## src/hdl/dthc_pkg.sv

```systemverilog
`timescale 1ns / 1ps
package dthc_pkg;

   localparam int DEPTH_BITS = 16;
   localparam int FRAC_BITS  = 17;
   localparam logic [15:0] DEPTH_MASK = 16'((32'd1 << DEPTH_BITS) - 32'd1);

   localparam logic [2:0] REG_RANGE_MIN   = 3'd0;
   localparam logic [2:0] REG_RANGE_MAX   = 3'd1;
   localparam logic [2:0] REG_HUE_NEAR    = 3'd2;
   localparam logic [2:0] REG_HUE_FAR     = 3'd3;
   localparam logic [2:0] REG_SATURATION  = 3'd4;
   localparam logic [2:0] REG_BRIGHTNESS  = 3'd5;
   localparam logic [2:0] REG_OUTPUT_MODE = 3'd6;

   localparam logic [10:0] HUE_WRAP = 11'd1536;

   typedef struct packed {
      logic        last;
      logic        invalid;
      logic        mono;
      logic [15:0] depth;
   } side_type;

   typedef struct packed {
      logic [16:0] rem;
      logic [16:0] quo;
      logic [15:0] den;
      side_type    side;
   } div_type;

   typedef struct packed {
      logic [10:0] hue_near;
      logic [10:0] hue_far;
      logic [16:0] chroma;
      logic [16:0] offset;
   } color_cfg_type;

endpackage

```

## src/hdl/dthc_div_cell.sv

```systemverilog
`timescale 1ns / 1ps
module dthc_div_cell (
   input  logic              clock,
   input  logic              reset,
   input  logic              advance,
   input  logic              valid_in,
   input  dthc_pkg::div_type data_in,
   output logic              valid_out,
   output dthc_pkg::div_type data_out
);
   logic              valid_ff;
   dthc_pkg::div_type data_ff;
   dthc_pkg::div_type data_in_next;
   logic              fits;
   logic [16:0]       rem_sub;

   always_comb begin
      fits    = data_in.rem >= {1'b0, data_in.den};
      rem_sub = fits ? (data_in.rem - {1'b0, data_in.den}) : data_in.rem;
      data_in_next      = data_in;
      data_in_next.quo  = {data_in.quo[15:0], fits};
      data_in_next.rem  = {rem_sub[15:0], 1'b0};
   end

   always_ff @(posedge clock) begin
      if (reset) begin
         valid_ff <= 1'b0;
      end else if (advance) begin
         valid_ff <= valid_in;
      end
      if (advance) begin
         data_ff <= data_in_next;
      end
   end

   assign valid_out = valid_ff;
   assign data_out  = data_ff;
endmodule

```

## src/hdl/dthc_color.sv

```systemverilog
`timescale 1ns / 1ps
module dthc_color (
   input  logic                    clock,
   input  logic                    reset,
   input  logic                    advance,
   input  logic                    valid_in,
   input  logic [16:0]             frac_in,
   input  dthc_pkg::side_type      side_in,
   input  dthc_pkg::color_cfg_type cfg,
   output logic                    valid_out,
   output logic [7:0]              red,
   output logic [7:0]              green,
   output logic [7:0]              blue,
   output logic [7:0]              alpha,
   output logic [15:0]             mono_value,
   output logic                    range_invalid,
   output logic                    last_pixel
);
   logic [3:0]          valid_ff;
   dthc_pkg::side_type  side1_ff, side2_ff, side3_ff;
   logic signed [30:0]  prod_ff;
   logic signed [30:0]  prod_in;
   logic [10:0]         hue_raw, hue;
   logic [2:0]          sector_ff, sector3_ff;
   logic [8:0]          weight_ff;
   logic [17:0]         x_ff;
   logic [25:0]         x_full;
   logic [17:0]         rr, gg, bb;
   logic [7:0]          red_ff, green_ff, blue_ff, alpha_ff;
   logic [15:0]         mono_ff;
   logic                inv_ff, last_ff;

   function automatic logic [7:0] to_chan(input logic [17:0] v);
      return (v[17:16] != 2'b00) ? 8'hff : v[15:8];
   endfunction

   assign prod_in = $signed({1'b0, frac_in}) *
                    ($signed({1'b0, cfg.hue_far}) - $signed({1'b0, cfg.hue_near}));
   assign hue_raw = 11'($signed({1'b0, cfg.hue_near}) + (prod_ff >>> 16));
   assign hue     = (hue_raw >= dthc_pkg::HUE_WRAP) ? hue_raw - dthc_pkg::HUE_WRAP : hue_raw;
   assign x_full  = cfg.chroma * weight_ff;

   always_comb begin
      case (sector3_ff)
         3'd0:    begin rr = {1'b0, cfg.chroma}; gg = x_ff; bb = 18'd0; end
         3'd1:    begin rr = x_ff; gg = {1'b0, cfg.chroma}; bb = 18'd0; end
         3'd2:    begin rr = 18'd0; gg = {1'b0, cfg.chroma}; bb = x_ff; end
         3'd3:    begin rr = 18'd0; gg = x_ff; bb = {1'b0, cfg.chroma}; end
         3'd4:    begin rr = x_ff; gg = 18'd0; bb = {1'b0, cfg.chroma}; end
         default: begin rr = {1'b0, cfg.chroma}; gg = 18'd0; bb = x_ff; end
      endcase
      rr = rr + {1'b0, cfg.offset};
      gg = gg + {1'b0, cfg.offset};
      bb = bb + {1'b0, cfg.offset};
   end

   always_ff @(posedge clock) begin
      if (reset) begin
         valid_ff <= '0;
      end else if (advance) begin
         valid_ff <= {valid_ff[2:0], valid_in};
      end
      if (advance) begin
         prod_ff    <= prod_in;
         side1_ff   <= side_in;
         sector_ff  <= hue[10:8];
         weight_ff  <= hue[8] ? 9'd256 - {1'b0, hue[7:0]} : {1'b0, hue[7:0]};
         side2_ff   <= side1_ff;
         x_ff       <= x_full[25:8];
         sector3_ff <= sector_ff;
         side3_ff   <= side2_ff;
         inv_ff     <= side3_ff.invalid;
         last_ff    <= side3_ff.last;
         if (side3_ff.mono) begin
            red_ff   <= 8'd0;
            green_ff <= 8'd0;
            blue_ff  <= 8'd0;
            alpha_ff <= 8'd0;
            mono_ff  <= side3_ff.depth;
         end else begin
            red_ff   <= to_chan(rr);
            green_ff <= to_chan(gg);
            blue_ff  <= to_chan(bb);
            alpha_ff <= 8'hff;
            mono_ff  <= 16'd0;
         end
      end
   end

   assign valid_out     = valid_ff[3];
   assign red           = red_ff;
   assign green         = green_ff;
   assign blue          = blue_ff;
   assign alpha         = alpha_ff;
   assign mono_value    = mono_ff;
   assign range_invalid = inv_ff;
   assign last_pixel    = last_ff;
endmodule

```

## src/hdl/depth_to_hsv_colormap.sv

```systemverilog
`timescale 1ns / 1ps
// Pipeline: input register, 17 divider cells and 4 color stages, the last of which
// is the output register; rsp_valid rises when a req transaction leaves it.
// Throughput: one pixel per cycle; the whole pipeline holds while rsp_stall is
// high with a result waiting.
// Reset: synchronous, clears the pipeline valids and loads register defaults.
module depth_to_hsv_colormap (
   input  logic        clock,
   input  logic        reset,
   input  logic        req_valid,
   output logic        req_stall,
   input  logic [15:0] req_depth,
   input  logic        req_frame_end,
   output logic        rsp_valid,
   input  logic        rsp_stall,
   output logic [7:0]  rsp_red,
   output logic [7:0]  rsp_green,
   output logic [7:0]  rsp_blue,
   output logic [7:0]  rsp_alpha,
   output logic [15:0] rsp_mono_value,
   output logic        rsp_range_invalid,
   output logic        rsp_last_pixel,
   input  logic        csr_valid,
   output logic        csr_ready,
   input  logic [2:0]  csr_index,
   input  logic [15:0] csr_data
);
   localparam int NCELL = dthc_pkg::FRAC_BITS;

   logic [15:0] range_min_ff, range_max_ff;
   logic [10:0] hue_near_ff, hue_far_ff;
   logic [8:0]  sat_ff, bright_ff;
   logic        mode_ff;
   logic [8:0]  sat_c, bright_c;
   logic [16:0] chroma_ff, offset_ff;
   dthc_pkg::color_cfg_type cfg;

   logic        advance;
   logic        s0_valid_ff;
   dthc_pkg::div_type s0_ff, s0_in;
   logic [15:0] depth_m, dc;
   logic        invalid;

   logic              cell_valid [NCELL+1];
   dthc_pkg::div_type cell_data  [NCELL+1];

   assign csr_ready = 1'b1;
   assign advance   = !(rsp_valid && rsp_stall);
   assign req_stall = !advance;

   always_ff @(posedge clock) begin
      if (reset) begin
         range_min_ff <= 16'd0;
         range_max_ff <= 16'd4095;
         hue_near_ff  <= 11'd0;
         hue_far_ff   <= 11'd1173;
         sat_ff       <= 9'd256;
         bright_ff    <= 9'd256;
         mode_ff      <= 1'b0;
      end else if (csr_valid) begin
         case (csr_index)
            dthc_pkg::REG_RANGE_MIN:   range_min_ff <= csr_data;
            dthc_pkg::REG_RANGE_MAX:   range_max_ff <= csr_data;
            dthc_pkg::REG_HUE_NEAR:    hue_near_ff  <= csr_data[10:0];
            dthc_pkg::REG_HUE_FAR:     hue_far_ff   <= csr_data[10:0];
            dthc_pkg::REG_SATURATION:  sat_ff       <= csr_data[8:0];
            dthc_pkg::REG_BRIGHTNESS:  bright_ff    <= csr_data[8:0];
            dthc_pkg::REG_OUTPUT_MODE: mode_ff      <= csr_data[0];
            default: ;
         endcase
      end
   end

   assign sat_c    = (sat_ff > 9'd256) ? 9'd256 : sat_ff;
   assign bright_c = (bright_ff > 9'd256) ? 9'd256 : bright_ff;

   always_ff @(posedge clock) begin
      chroma_ff <= 17'(sat_c * bright_c);
      offset_ff <= 17'({bright_c, 8'd0}) - 17'(sat_c * bright_c);
   end

   assign cfg = '{hue_near: hue_near_ff, hue_far: hue_far_ff,
                  chroma: chroma_ff, offset: offset_ff};

   always_comb begin
      depth_m = req_depth & dthc_pkg::DEPTH_MASK;
      invalid = range_max_ff <= range_min_ff;
      dc      = depth_m;
      if (dc < range_min_ff) dc = range_min_ff;
      if (dc > range_max_ff) dc = range_max_ff;
      s0_in.rem = invalid ? 17'd0 : {1'b0, dc - range_min_ff};
      s0_in.den = invalid ? 16'd1 : range_max_ff - range_min_ff;
      s0_in.quo = 17'd0;
      s0_in.side.last    = req_frame_end;
      s0_in.side.invalid = invalid;
      s0_in.side.mono    = mode_ff;
      s0_in.side.depth   = depth_m;
   end

   always_ff @(posedge clock) begin
      if (reset) begin
         s0_valid_ff <= 1'b0;
      end else if (advance) begin
         s0_valid_ff <= req_valid;
      end
      if (advance) begin
         s0_ff <= s0_in;
      end
   end

   assign cell_valid[0] = s0_valid_ff;
   assign cell_data[0]  = s0_ff;

   for (genvar i = 0; i < NCELL; i++) begin : g_cell
      dthc_div_cell u_cell (
         .clock     (clock),
         .reset     (reset),
         .advance   (advance),
         .valid_in  (cell_valid[i]),
         .data_in   (cell_data[i]),
         .valid_out (cell_valid[i+1]),
         .data_out  (cell_data[i+1])
      );
   end

   dthc_color u_color (
      .clock         (clock),
      .reset         (reset),
      .advance       (advance),
      .valid_in      (cell_valid[NCELL]),
      .frac_in       (cell_data[NCELL].quo),
      .side_in       (cell_data[NCELL].side),
      .cfg           (cfg),
      .valid_out     (rsp_valid),
      .red           (rsp_red),
      .green         (rsp_green),
      .blue          (rsp_blue),
      .alpha         (rsp_alpha),
      .mono_value    (rsp_mono_value),
      .range_invalid (rsp_range_invalid),
      .last_pixel    (rsp_last_pixel)
   );

   a_stall_link: assert property (@(posedge clock) disable iff (reset)
      req_stall == (rsp_valid && rsp_stall))
      else $error("input stall not tied to output backpressure");

   a_accept_enters: assert property (@(posedge clock) disable iff (reset)
      (req_valid && !req_stall) |=> s0_valid_ff)
      else $error("accepted transaction missing from input stage");

   a_mono_black: assert property (@(posedge clock) disable iff (reset)
      (rsp_valid && rsp_alpha == 8'd0) |->
         (rsp_red == 8'd0 && rsp_green == 8'd0 && rsp_blue == 8'd0))
      else $error("mono transaction carries color data");
endmodule

```

## config.mk

```make
export PLATFORM = sky130hd
export DESIGN_NAME = depth_to_hsv_colormap
export DESIGN_NICKNAME = d
export VERILOG_FILES = /design/src/hdl/dthc_pkg.sv /design/src/hdl/dthc_div_cell.sv /design/src/hdl/dthc_color.sv /design/src/hdl/depth_to_hsv_colormap.sv
export SDC_FILE = /design/constraint.sdc
export NUM_CORES = 2
export LEC_CHECK = 0
export ABC_AREA = 1
export BUFFER_PORTS_ARGS = -buffer_cell sky130_fd_sc_hd__buf_2
export CELL_PAD_IN_SITES_DETAIL_PLACEMENT = 1
export CELL_PAD_IN_SITES_GLOBAL_PLACEMENT = 2
export CORE_MARGIN = 4
export CORE_UTILIZATION = 43
export CTS_CLUSTER_DIAMETER = 120
export DETAILED_ROUTE_END_ITERATION = 8
export HOLD_SLACK_MARGIN = 0.02
export PLACE_DENSITY_LB_ADDON = 0.25
export SYNTH_ARGS = -nofsm -noshare
export SYNTH_HDL_FRONTEND = slang
export SYNTH_SLANG_ARGS = --single-unit
```

## constraint.sdc

```tcl
create_clock -name clock -period 42.2 [get_ports clock]
set_clock_uncertainty 0.05 [all_clocks]
set_input_delay 2.11 -clock clock [delete_from_list [all_inputs] [get_ports clock]]
set_output_delay 2.11 -clock clock [all_outputs]
set_load 0.005 [all_outputs]
```

* Word level (Yosys, flattened, before mapping) *
Cells that the tools add are included.

storage, ports and cells
  register bits after elaboration = 1335
  bits of input ports = 41
  output and inout bits = 53
  word-level logic and storage cells = 301

cells by class
  $add $sub $neg = 26
  $mul = 3
  magnitude comparators = 23
  eq/ne operators = 10
  muxes and demuxes = 29
  reduce and logical (&&, ||, !) cells = 19

operators by type and width
  cell                                                 number
  two-way mux 16 bit                                   18
  subtractor 16 bit                                    18
  >= comparator 17 x 16 -> 1 bit                       16
  case mux 18 bit (2 select lines)                     3
  adder 18 x 17 -> 18 bit                              3
  two-way mux 8 bit                                    5
  multiplier 18 x 12 -> 27 bit                         1
  multiplier 17 x 9 -> 26 bit                          1
  > comparator 9 bit, second input constant            2
  two-way mux 9 bit                                    2
  multiplier 9 x 9 -> 17 bit                           1
  subtractor 17 bit                                    1
  >= comparator 16 bit                                 1
  > comparator 16 bit                                  1
  <= comparator 16 bit                                 1
  < comparator 16 bit                                  1
  AND reduction 2 bit                                  7
  equality test 3 x 2 -> 1 bit, second input constant  4
  equality test 3 bit, second input constant           4
  OR reduction 2 bit                                   6
  subtractor 11 x 11 -> 12 bit                         1
  adder 11 bit                                         1
  >= comparator 11 bit, second input constant          1
  two-way mux 11 bit                                   1
  6 further kinds                                      10

* Depth between registers and ports, before layout *
  depth after elaboration = 6
  gate-level depth with buffers = 38
  mapped depth without buffers = 36

* Modules after synthesis *
A second synthesis with hierarchy kept.

unflattened totals
  cell total of the unflattened synthesis = 9652
  area, all modules = 89006.6 um2

modules (own cells, without submodules)
  module                                 times used  cells each  area an instance (um2)  seq. area each (um2)
  dthc_div_cell (g_cell[15].u_cell ...)  11          343         3425.8                  2062.0
  dthc_color                             1           2463        20043.0                 4404.2
  dthc_div_cell (g_cell[0].u_cell ...)   5           342         3405.8                  2062.0
  depth_to_hsv_colormap                  1           1350        10745.3                 3673.5
  dthc_div_cell (g_cell[14].u_cell)      1           356         3505.9                  2062.0

* Worst setup path after synthesis *
OpenSTA, ideal clock, no wires.

  kind = input -> register
  from = input rsp_stall
  to = register s0_ff (netlist bit cell_data[1173]), enable pin
  setup time = 2.007 ns
  arrival = 34.151 ns
  setup slack = 5.993 ns
  cell stages on the path = 2
  path buffers = 1
  cells stage by stage = nand2_1 > clkbuf_1

on the way
  word-level cells in the longest chain between the ends = 1

RTL lines
  element               RTL line                      text
  from (decl)           depth_to_hsv_colormap.sv:15   input logic rsp_stall,
  logical AND 1 bit     depth_to_hsv_colormap.sv:48   assign advance = !(rsp_valid && rsp_stall);
  to (signal assigned)  depth_to_hsv_colormap.sv:107  s0_ff <= s0_in;
  to (decl)             depth_to_hsv_colormap.sv:40   dthc_pkg::div_type s0_ff, s0_in;

Every way passes these cells.
A chain may end at the register's enable or synchronous reset.

* Final worst setup path *
  from = register hue_near_ff[0]
  to = register u_color.prod_ff[23], data pin

on the way
  word-level cells in the longest chain between the ends = 2

RTL lines
  element                        RTL line                     text
  from (decl)                    depth_to_hsv_colormap.sv:31  logic [10:0] hue_near_ff, hue_far_ff;
  from (signal assigned)         depth_to_hsv_colormap.sv:64  dthc_pkg::REG_HUE_NEAR: hue_near_ff <= csr_data[10:0];
  subtractor 11 x 11 -> 12 bit   dthc_color.sv:38             ($signed({1'b0, cfg.hue_far}) - $signed({1'b0, cfg.hue_near}));
  multiplier 18 x 12 -> 27 bit   dthc_color.sv:37             assign prod_in = $signed({1'b0, frac_in}) *
  named net u_color.prod_in[23]  dthc_color.sv:22             logic signed [30:0] prod_in;
  to (signal assigned)           dthc_color.sv:64             prod_ff <= prod_in;
  to (decl)                      dthc_color.sv:21             logic signed [30:0] prod_ff;

The timed path passes the listed nets, and every way through them passes these cells.

==> impl_metrics.prom <==
# TYPE chip_impl_metric gauge
chip_impl_info{name="crit_path_slowest_cell",value="fa_1"} 1
chip_impl_info{name="status",value="finished clean"} 1
chip_impl_metric{name="num_vias",unit=""} 51600
chip_impl_metric{name="synthesis.instances",unit=""} 7572
chip_impl_metric{name="synth_nets",unit=""} 8495
chip_impl_metric{name="drt-vias-per-instance",unit=""} 5.09
chip_impl_info{name="synth_ff_type",value="edfxtp_1"} 1
chip_impl_metric{name="slew_headroom",unit="%"} 23.5
chip_impl_metric{name="dr.first_iter.drc_count",unit=""} 2425
chip_impl_info{name="cts_tree",value="yes"} 1
chip_impl_metric{name="cts-htree-levels",unit=""} 4
chip_impl_info{name="clockRootBuffer",value="clkbuf_16"} 1
chip_impl_metric{name="die_width",unit="µm"} 430
chip_impl_metric{name="post_route_cells_drive_above_1_share",unit="%"} 5.99
chip_impl_metric{name="ioPinCount",unit=""} 94
chip_impl_metric{name="cts.hold.buffers_added",unit=""} 0
chip_impl_info{name="r2r_end",value="u_color.prod_ff[23]$_DFFE_PN_"} 1
chip_impl_metric{name="detail_route.wirelength",unit="µm"} 190000
chip_impl_info{name="worst_setup_path_start_kind",value="flop"} 1
chip_impl_metric{name="hold-path-cell-count",unit=""} 0
chip_impl_metric{name="number_of_design_rule_violations_left_after_detail_routing",unit=""} 0
chip_impl_info{name="min_to",value="g_cell[14].u_cell.data_out[44]$_DFFE_PN_"} 1
chip_impl_metric{name="clock_path_buffers",unit=""} 3
chip_impl_metric{name="fp-row-count",unit=""} 154
chip_impl_metric{name="max_freq",unit="MHz"} 139
chip_impl_metric{name="cp_data_required_time",unit="ns"} 42.65
chip_impl_metric{name="ant_nets",unit=""} 0
chip_impl_metric{name="floorplan.die_area",unit="mm²"} 0.185
chip_impl_metric{name="clock_insertion_delay_worst_skew",unit="ns"} 0.79
chip_impl_info{name="setup.worst_path.end_class",value="flop"} 1
chip_impl_metric{name="setup-tns-final",unit="ns"} 0
chip_impl_metric{name="globalplace.congestion",unit=""} 0.873
chip_impl_info{name="synthTopCellsByArea",value="edfxtp_1 (46%), ha_1 (9.1%), fa_1 (8.4%)"} 1
chip_impl_metric{name="synth.yosys.warnings",unit=""} 0
chip_impl_metric{name="global_route_wire_length_before_repair",unit="µm"} 309000
chip_impl_metric{name="start_util",unit="%"} 43.4
chip_impl_info{name="grt_setup_unrepaired",value="false"} 1
chip_impl_metric{name="cts.sink_count",unit=""} 1311
chip_impl_metric{name="globalRouteTotalUtil",unit="%"} 20.8
chip_impl_info{name="synth_area_leader_cell",value="edfxtp_1"} 1
chip_impl_info{name="hp-class",value="flop to flop"} 1
chip_impl_metric{name="wl_per_cell",unit="µm"} 18.8
chip_impl_info{name="synth.most_common_cell",value="nand2_1"} 1
chip_impl_metric{name="cts_buffers",unit=""} 146
chip_impl_metric{name="grt_remaining_overflow",unit=""} 0
chip_impl_info{name="synthTopCellsByCount",value="nand2_1 (1579), inv_1 (1216), edfxtp_1 (1183), ha_1 (559), nor2_1 (512)"} 1
chip_impl_metric{name="syn-cell-area",unit="mm²"} 0.0767
chip_impl_metric{name="detailed_place_hpwl",unit="µm"} 147000
chip_impl_metric{name="ff2ff_setup_slack",unit="ns"} 35.03
chip_impl_metric{name="largest_net_degree_at_the_start_of_global_routing",unit=""} 169
chip_impl_info{name="worst_setup_path_startpoint",value="hue_near_ff[0]$_SDFFE_PP0P_"} 1
chip_impl_metric{name="cap_viol_max_count",unit=""} 0
chip_impl_metric{name="synth.ff_latch_count",unit=""} 1311
chip_impl_metric{name="clk_transition_reported_paths",unit="ns"} 0.06
chip_impl_metric{name="timing.critical_path.fanout_max",unit=""} 11
chip_impl_metric{name="die-height",unit="µm"} 430
chip_impl_metric{name="cts_resized",unit=""} 0
chip_impl_metric{name="sequential_to_total_area_share_from_yosys_stat",unit="%"} 49.6
chip_impl_metric{name="arrival",unit="ns"} 7.62
chip_impl_metric{name="port_buffers",unit=""} 92
chip_impl_metric{name="async_reset_ff_share",unit="%"} 0
chip_impl_info{name="r2r-start",value="hue_near_ff[0]$_SDFFE_PP0P_"} 1
chip_impl_metric{name="timing.final.crit_period",unit="ns"} 7.17
chip_impl_metric{name="synth_top_area_share",unit="%"} 46.3
chip_impl_info{name="critical_path_class",value="flop to flop"} 1
chip_impl_metric{name="coreArea",unit="mm²"} 0.177
chip_impl_metric{name="finalCritPeriodShare",unit="%"} 17.0
chip_impl_metric{name="synth_area_per_cell",unit="µm²"} 10.1
chip_impl_metric{name="dr.pass1.iters",unit=""} 5
chip_impl_metric{name="cp_slowest_stage_delay",unit="ns"} 0.55
chip_impl_metric{name="worst-r2r-cell-count",unit=""} 28
chip_impl_metric{name="fin_nets",unit=""} 8599
chip_impl_metric{name="least_margin_pin_slew",unit="ns"} 1.15
chip_impl_metric{name="hold_viol_final",unit=""} 0
chip_impl_metric{name="postCtsSetupBuffers",unit=""} 0
chip_impl_metric{name="finalSetupViolations",unit=""} 0
chip_impl_metric{name="grt_pass1_vias",unit=""} 56600
chip_impl_metric{name="synth-edff-count",unit=""} 1183
chip_impl_metric{name="yosysUniqueCellTypes",unit=""} 73
chip_impl_metric{name="synthToLayoutAreaGrowth",unit="%"} 10.1
chip_impl_info{name="hp-start",value="g_cell[13].u_cell.data_out[43]$_DFFE_PN_"} 1
chip_impl_metric{name="antenna_violations_before_repair",unit=""} 2
chip_impl_metric{name="timing.final.max_slew_violations",unit=""} 0
## area by class of cell
| class | instances | area, µm² |
|---|---|---|
| Tap cell | 2340 | 2930 |
| Multi-Input combinational cell | 4866 | 33100 |
| Sequential cell | 1311 | 38100 |
| Antenna cell | 3 | 7.51 |
| Clock buffer | 187 | 3960 |
| Clock inverter | 83 | 1080 |
| Fill cell | 19500 | 92200 |
| Timing Repair Buffer | 112 | 636 |
| Inverter | 1239 | 4650 |
## per-stage QoR
step	setup slack [ns]	util [%]	cells	cell area (µm²)	hold WS, ns
2_1_floorplan	5.99	-	7572	76700	0.350
3_3_place_gp	34.43	45.0	9868	79400	0.350
3_5_place_dp	34.35	45.0	9868	79400	0.355
4_1_cts	35.00	47.8	10100	84500	0.358
5_1_grt	34.31	47.8	10100	84500	0.367
6_report	35.03	47.8	10100	84500	0.348
## cell families (layout without fill, tap and decap cells)
group,after synthesis,count (layout),synth area share (%)
DFF,1311,1311,49.6
other,1,4,0.00489
AOI/OAI and AO/OA,1086,1086,8.15
xor gates and xnor gates,301,301,3.45
adders and majority gates,882,882,17.5
buffers and inverters,1395,1621,7.17
and+or+nand+nor,2596,2596,14.0
## sequential cells by signal (all words and copies together), names as in the netlist, 17 cells and up
| register | count |
|---|---|
| u_color.side2_ff | 19 |
| g_cell.u_cell.valid_out | 17 |
| u_color.side1_ff | 19 |
| u_color.x_ff | 18 |
| g_cell.u_cell.data_out | 988 |
| u_color.side3_ff | 19 |
| offset_ff | 17 |
| cell_data | 51 |
## critical path: cells and delay by family, from the launching register on
family / cells / cell delay (ns)
buffers and inverters: 6 / 0.70
adders and majority gates: 8 / 3.57
AOI/OAI and AO/OA: 4 / 0.95
xor gates and xnor gates: 1 / 0.11
and+or+nand+nor: 9 / 1.14
DFF: 1 / 0.38
## worst max-delay path by stage
stage / end / slack (ns)
3_5_place_dp: cell_data[1240]$_SDFFCE_PP0N_ / 34.35
4_1_cts: u_color.prod_ff[23]$_DFFE_PN_ / 35.00
6_report: u_color.prod_ff[23]$_DFFE_PN_ / 35.03
3_3_place_gp: cell_data[1240]$_SDFFCE_PP0N_ / 34.43
2_1_floorplan: cell_data[1173]$_DFFE_PN_ / 5.99
5_1_grt: cell_data[1240]$_SDFFCE_PP0N_ / 34.31
## layer usage
metal,vias to the layer above,wire [µm],track usage (%)
li1,25300,-,-
met1,25500,83600,26.3
met2,512,97600,37.9
met3,240,4480,2.46
met4,0,4620,5.26
met5,-,0,0
## cells in the final DEF, fill, tap and decap left out, drive strengths merged, types with 21 or more instances in the layout
cell and count:
nand2 1619, inv 1238, edfxtp 1183, ha 559, nor2 514, a21oi 429, o21ai 407, fa 323
nand3 292, clkbuf 187, xor2 176, dfxtp 128, xnor2 125, buf 112, nor3 70, clkinv 59
a21o 54, nand4 43, o21bai 33, o22ai 32, a21boi 25, o211ai 21
Power is not shown: default switching activity piles up to over one toggle a cycle in this logic, so the estimate is an artifact.
